File: src/hdl/rcp_pkg.sv
package rcp_pkg;

	localparam int MAX_WIDTH  = 512;
	localparam int MAX_HEIGHT = 512;
	localparam int FRAC_BITS  = 8;
	localparam int COL_W      = $clog2(MAX_WIDTH);
	localparam int ROW_W      = $clog2(MAX_HEIGHT);
	localparam int ADDR_W     = COL_W + ROW_W;
	localparam int COORD_W    = 24;
	localparam int EXT_W      = COORD_W + 2;
	localparam int DIM_W      = 10;

	localparam logic [1:0] ACT_CLEAR = 2'd0;
	localparam logic [1:0] ACT_DRAW  = 2'd1;
	localparam logic [1:0] ACT_READ  = 2'd2;

	localparam logic [7:0] KIND_OUTLINE = 8'h72;
	localparam logic [7:0] KIND_FILLED  = 8'h52;

	localparam logic [1:0] REG_WIDTH  = 2'd0;
	localparam logic [1:0] REG_HEIGHT = 2'd1;
	localparam logic [1:0] REG_BG     = 2'd2;

	localparam logic [EXT_W-1:0] ONE_FX = EXT_W'(1) << FRAC_BITS;

	typedef enum logic [1:0] {
		OP_CLEAR,
		OP_PAINT,
		OP_READ,
		OP_NONE
	} op_t;

	typedef struct packed {
		op_t                      op;
		logic                     filled;
		logic signed [EXT_W-1:0]  x0;
		logic signed [EXT_W-1:0]  y0;
		logic signed [EXT_W-1:0]  x1;
		logic signed [EXT_W-1:0]  y1;
		logic [7:0]               chr;
		logic [COL_W-1:0]         col;
		logic [ROW_W-1:0]         row;
		logic                     in_area;
		logic                     flag;
	} cmd_t;

endpackage

File: src/hdl/rcp_front.sv
module rcp_front
	import rcp_pkg::*;
(
	input  logic                    clk,
	input  logic                    arst_n,
	input  logic                    in_valid,
	output logic                    in_ready,
	input  logic [1:0]              action,
	input  logic [7:0]              shape_kind,
	input  logic signed [COORD_W-1:0] rect_x,
	input  logic signed [COORD_W-1:0] rect_y,
	input  logic signed [COORD_W-1:0] rect_w,
	input  logic signed [COORD_W-1:0] rect_h,
	input  logic [7:0]              paint_char,
	input  logic [8:0]              read_col,
	input  logic [8:0]              read_row,
	input  logic [DIM_W-1:0]        wd,
	input  logic [DIM_W-1:0]        ht,
	output logic                    q_valid,
	input  logic                    q_ready,
	output cmd_t                    q_cmd
);

	logic flag_q;
	cmd_t c;
	logic bad;
	logic [DIM_W-1:0] col_e, row_e;

	assign in_ready = !q_valid || q_ready;
	assign bad = (rect_w <= 0) || (rect_h <= 0) ||
		((shape_kind != KIND_OUTLINE) && (shape_kind != KIND_FILLED));
	assign col_e = DIM_W'(read_col);
	assign row_e = DIM_W'(read_row);

	always_comb begin
		c = '0;
		c.x0 = EXT_W'(rect_x);
		c.y0 = EXT_W'(rect_y);
		c.x1 = EXT_W'(rect_x) + EXT_W'(rect_w);
		c.y1 = EXT_W'(rect_y) + EXT_W'(rect_h);
		c.filled = shape_kind == KIND_FILLED;
		c.chr = paint_char;
		c.col = COL_W'(read_col);
		c.row = ROW_W'(read_row);
		c.in_area = (col_e < wd) && (row_e < ht);
		c.flag = flag_q;
		case (action)
			ACT_CLEAR: begin
				c.op = OP_CLEAR;
				c.flag = 1'b0;
			end
			ACT_DRAW: begin
				if (flag_q || bad) begin
					c.op = OP_NONE;
					c.flag = 1'b1;
				end else begin
					c.op = OP_PAINT;
				end
			end
			ACT_READ: c.op = OP_READ;
			default: c.op = OP_NONE;
		endcase
	end

	always_ff @(posedge clk or negedge arst_n) begin
		if (!arst_n) begin
			q_valid <= 1'b0;
			flag_q  <= 1'b0;
		end else if (in_valid && in_ready) begin
			q_valid <= 1'b1;
			flag_q  <= c.flag;
		end else if (q_ready) begin
			q_valid <= 1'b0;
		end
	end

	always_ff @(posedge clk) begin
		if (in_valid && in_ready)
			q_cmd <= c;
	end

endmodule

File: config.mk
export PLATFORM = sky130hd
export DESIGN_NAME = rcp_front
export DESIGN_NICKNAME = d
export VERILOG_FILES = /design/src/hdl/rcp_pkg.sv /design/src/hdl/rcp_front.sv
export SDC_FILE = /design/constraint.sdc
export NUM_CORES = 1
export LEC_CHECK = 0
export BUFFER_PORTS_ARGS = -buffer_cell sky130_fd_sc_hd__buf_2
export CAP_MARGIN = 10
export CORE_MARGIN = 2
export CORE_UTILIZATION = 43
export DETAILED_ROUTE_END_ITERATION = 8
export GPL_TIMING_DRIVEN = 0
export PLACE_DENSITY = 0.75
export SETUP_SLACK_MARGIN = 0.15
export SYNTH_ARGS = -nofsm -noshare
export SYNTH_HDL_FRONTEND = slang
export SYNTH_SLANG_ARGS = --single-unit
File: constraint.sdc
create_clock -name clk -period 7.7 [get_ports clk]
set_input_delay 0.385 -clock clk [delete_from_list [all_inputs] [get_ports clk]]
set_output_delay 0.385 -clock clk [all_outputs]
set_load 0.005 [all_outputs]
# == After elaboration in Yosys (flattened, before gate mapping) ==
# Cells that the tools add are included.
# totals
register_bits,133
input_bits,156
output_inout_bits,137
# classes
n_addsub,2
magnitude_cmp,4
eq_ne,5
n_mux,6
reduce_logical,10
# ops
cell,n
$add A24 B24 Y25,2
$le A24 B1 Y1 const B,2
$lt A9 B10 Y1,2
$ne A8 B7 Y1 const B,2
$eq A8 B7 Y1 const B,1
$pmux W2 S3,1
$logic_or A1 B1 Y1,4
$logic_and A1 B1 Y1,3
$mux W1,3
$eq A2 B1 Y1 const B,1
$eq A2 B2 Y1 const B,1
$logic_not A2 Y1,1
$mux W2,1
$pmux W1 S2,1
$reduce_bool A2 Y1,1
$logic_not A1 Y1,1

# == Depth between registers and ports, before layout ==
# logic_depth
word_depth,6
ltp_mapped,9

# == Worst setup path before layout ==
# No wires, ideal clock.
# synth_path
path_type,input-to-reg
from,input port q_ready
to,"register q_cmd[0] (netlist name), enable pin"
setup_time_ps,482
arrival_ps,3123
setup_slack_ps,4095
stages,3
path_buffers,0
path_cell_list,nand2b_1 > nand2_1 > inv_1
# synth_between
elab_chain_len,2
# synth_lines
item,line_no,text
from (decl),rcp_front.sv:20,"input logic q_ready,"
$logic_or A1 B1 Y1,rcp_front.sv:29,assign in_ready = !q_valid || q_ready;
$logic_and A1 B1 Y1,rcp_front.sv:78,if (in_valid && in_ready)
to (signal assigned),rcp_front.sv:79,q_cmd <= c;
to (decl),rcp_front.sv:21,output cmd_t q_cmd
# Every way passes these cells.
# A chain may end at the register's enable or synchronous reset.

==> summary.txt <==
Outcome
  • Status: completed

Clock tree
  • Maximum buffer depth of the clock tree: 2
  • Number of H-tree levels: 4
  • Clock transition at the registers of the reported paths: about 0.050 ns
  • Clock latency at the later pin of the worst-skew pair: roughly 0.42 ns
  • Quantity of gates resized following cts: 0
  • Clock net sink count: 131
  • Clock tree from TritonCTS: done
  • Root buf cell: clkbuf_16
  • CTS Buf Count: 17

Power and ir drop
  • Clock power frac: 40.0%
  • Sequential share of power: 41.3%
  • Areal power density over the cells: 224 nW/um^2
  • Maximum VDD drop: ~0.00014 V
  • Internal cell power: 0.00158 W
  • Static Leakage: 4.23 nW
  • NetSw: 0.000533 W
  • Switching Fraction: 25.2%
  • Design Power: 0.00211 W
  • Combinational Power Share: between 10% and 20%

Die
  • Top-level I/O count: 293
  • Height of the die: 132 um
  • Initial Util: 44.2%
  • Die area: around 17,000 sq um
  • Horizontal extent of the die: 132 um
  • Total number of placement rows: 46
  • Core footprint: 15,900 sq um

Routing
  • Total wirelength of the detailed-routed design: roughly 18,000 um
  • Average detailed-routed wire length per instance: 16.6 um
  • Number of remaining DRC errors: 0
  • Final antenna-violating net count: 0
  • Number of search-and-repair iterations in the first detailed-routing pass: 5
  • Vias/cell: 5.18
  • Total via count after detailed routing: 5,716
  • Count of routing violations after the opening detailed-route iteration: 307

Global routing
  • Routing usage on met1: 26.3%
  • Wire length of the first global-routing pass: between 20,000 and 30,000 um
  • Grt total ovfl: 0
  • Vias in the first global route: 5,479
  • GR Layer Usage met3: 4.73%
  • Antenna violations before repair: 1
  • GR Util All Layers: 20.7%
  • Pin count of the biggest net entering global routing: 85
  • Global routing met2 resource utilization: 33.7%
  • Most used routing layer: met2

Synth
  • Portion of synthesized cell area occupied by the leading cell type: 55.0%
  • Leading post-synthesis cells by cell area: edfxtp_1, ha_1, xnor2_1, a21oi_1, a21o_1
  • Area of the mapped netlist: 7050 sq um
  • Fraction of registers with async set or reset after synthesis: 1.53%
  • Dominant cell type by area after synthesis: edfxtp_1
  • Unique cell type count in the Yosys netlist: 66
  • Count of flip-flops with a built-in enable after synthesis: approximately 130
  • Mapped Nets: slightly below 800
  • Post-Synthesis Mean Instance Area: approximately 13 sq um
  • Most frequently used flop master after synthesis: edfxtp_1
  • Number of instances in the synthesized netlist: 561
  • Syn. warnings: 0
  • Synthesized flop and latch total: 131
  • Fraction of the yosys area taken by sequential cells: 55.7%

Placed design
  • DP HPWL: 14,500 um
  • Placed insts: 1,070
  • Final GP Congestion: 0.881
  • Number of port buffers: slightly below 300
  • Cell area after placement: 8810 sq um

Timing
  • Final Hold Slack: around 0.14 ns
  • Final Max Slew Viols: 0
  • Count of endpoints failing setup in the final report: 0
  • Clock Skew: 0.00648 ns
  • Achievable clock frequency: 349 MHz
  • Unrepaired setup endpoints after global routing: no
  • Final clock period utilization by the worst path: 37.2%
  • Total Negative Setup Slacks: 0 ns
  • Final number of hold-violating endpoints: 0
  • Slew HR: around 65%
  • Slew at the pin closest to its max-slew limit: 0.529 ns
  • Minimum clock period after layout: 2.87 ns

Cells and area
  • Design Area, Final: 9440 sq um
  • Total area of multi-input combinational cells: just under 3000 sq um
  • Net count reported at finish: 1,096
  • Fill cells: 1,321
  • Most frequent cells in the layout: buf_2, edfxtp_1, ha_1
  • Fraction of layout cells with a size suffix above 1: 39.6%
  • Area overhead of the layout relative to synthesis: 33.9%
  • Combined flip-flop and latch cell area: 3920 sq um
  • Leading cell type in the layout, fill and taps excluded: buf_2
  • Final standard cell count with taps included and fillers excluded: roughly 1,100

Worst setup path
  • Crit path launch type: input pin
  • Start point of the critical path: rect_y[0]
  • Critical register-to-register path endpoint: q_cmd[29]$_DFFE_PP_
  • Critical path destination: q_cmd[52]$_DFFE_PP_
  • Register-to-Register Setup Slack: 5.88 ns
  • Maximum fanout encountered on the critical timing path: 5
  • Critical path capture point type: register
  • Reg-to-reg startpoint: q_valid$_DFFE_PN0P_
  • WP data required: about 8 ns
  • Type of the worst setup path: input pin to register
  • Total number of cells along the worst setup path: 10
  • Chain of cells forming the critical path: buf_2 > ha_1 > fa_1 > a21o_1 > a21oi_1 > o211ai_1 > a311oi_2 > o31ai_2 > a221o_1 > a221oi_1
  • CP max stage delay: 0.44 ns
  • Slowest stage cell on the critical path: a311oi_2
  • Combined buffer and inverter count along the critical path: 1
  • CP top delay family: compound AO/OA/AOI/OAI gates
  • Worst R2R Path Depth: 4
  • Endpoint arrival time on the critical path: approximately 3.1 ns

Min path
  • Hold/Removal Path Class: input pin to register
  • Cell depth of the worst hold path: 1

Job
  • Max-cap violations: 0
[power by group through the flow]
stage	clock, W	combinational (W)	sequential [W]
final	0.000844	0.000395	0.000873
after CTS	0.000854	0.000396	0.000874
after global routing	0.000884	0.000436	0.000878
after global placement	0	0.000381	0.000892
after detailed placement	0	0.000392	0.000888
after floorplan	0	0.000220	0.000901
[flip-flops by register name, indices dropped and copies added (netlist names)]
signal	flops
q_cmd	129
q_valid	1
flag_q	1
[cell families after synthesis]
family	count (synthesis)	share of synthesized area (%)
simple gates	119	8.77
mux	1	0.142
xor+xnor	39	4.85
fa+ha+maj	66	11.9
flops	131	55.7
buf+inv	45	2.75
compound gates	160	15.9
[area by class of cell]
cell class              instances  share of cell area, %
flip-flops and latches        131                   41.6
plain buffers                  17                  0.941
diodes                          1                 0.0265
clock inverters                14                   1.97
inverters                      28                   1.17
well taps                     216                   2.86
multi-input cells             385                   31.0
clock buffers                  18                   4.55
repair buffers                294                   15.9
[worst reg2reg max path, cell delays in order (launching register included)]
cell	delay, ns
dfrtp_1	0.38
nand2b_1	0.11
nand2_1	0.15
inv_6	0.37
buf_16	0.38
[Yosys cell counts (2+ instances only)]
cell	number
nand4_1	6
a21oi_1	47
nor2_1	24
o21ai_0	26
or2_2	2
or4_1	2
a221o_1	2
o211ai_1	3
a31oi_1	5
inv_1	28
nor4_1	12
nand3_1	12
o32a_1	2
nand2_1	28
clkbuf_1	9
nand2b_1	8
a21o_1	27
o21ai_1	2
o31ai_1	3
and4_1	2
a21o_2	2
o21bai_1	8
nor3_1	5
a21boi_0	2
edfxtp_1	129
fa_1	2
nor2b_1	6
xor2_1	10
o21ai_2	2
o21a_1	2
a31o_2	2
buf_4	6
and3_1	4
xnor2_1	29
ha_1	64
dfrtp_1	2
and3_2	2
a211oi_1	6
[timing repair]
item	CTS	global route
hold buffers	1	0
buffers inserted	0	0
endpoints found under the hold margin	2	0
[worst min path at each step]
stage               slack [ns]           from             endpoint
CTS                       0.13  paint_char[7]  q_cmd[27]$_DFFE_PP_
floorplan                 0.09         arst_n   flag_q$_DFFE_PN0P_
detailed placement        0.17         arst_n  q_valid$_DFFE_PN0P_
global route              0.13  paint_char[7]  q_cmd[27]$_DFFE_PP_
finish                    0.14  paint_char[7]  q_cmd[27]$_DFFE_PP_
global placement          0.18         arst_n  q_valid$_DFFE_PN0P_
[layer usage]
layer | share of wire, % | wire (um)
met2 | 48 | 8760
met1 | 43 | 7790
met3 | 6.5 | 1190
met5 | 0 | 0
met4 | 3.0 | 558
[through the flow]
| stage | util (%) | setup slack [ns] |
|---|---|---|
| after floorplan | - | 4.09 |
| after detailed placement | 55.3 | 4.47 |
| after global placement | 55.1 | 2.96 |
| final | 59.2 | 4.83 |
| after CTS | 59.2 | 4.87 |
| after global routing | 59.2 | 4.68 |
(Power assumes the default switching activity.)
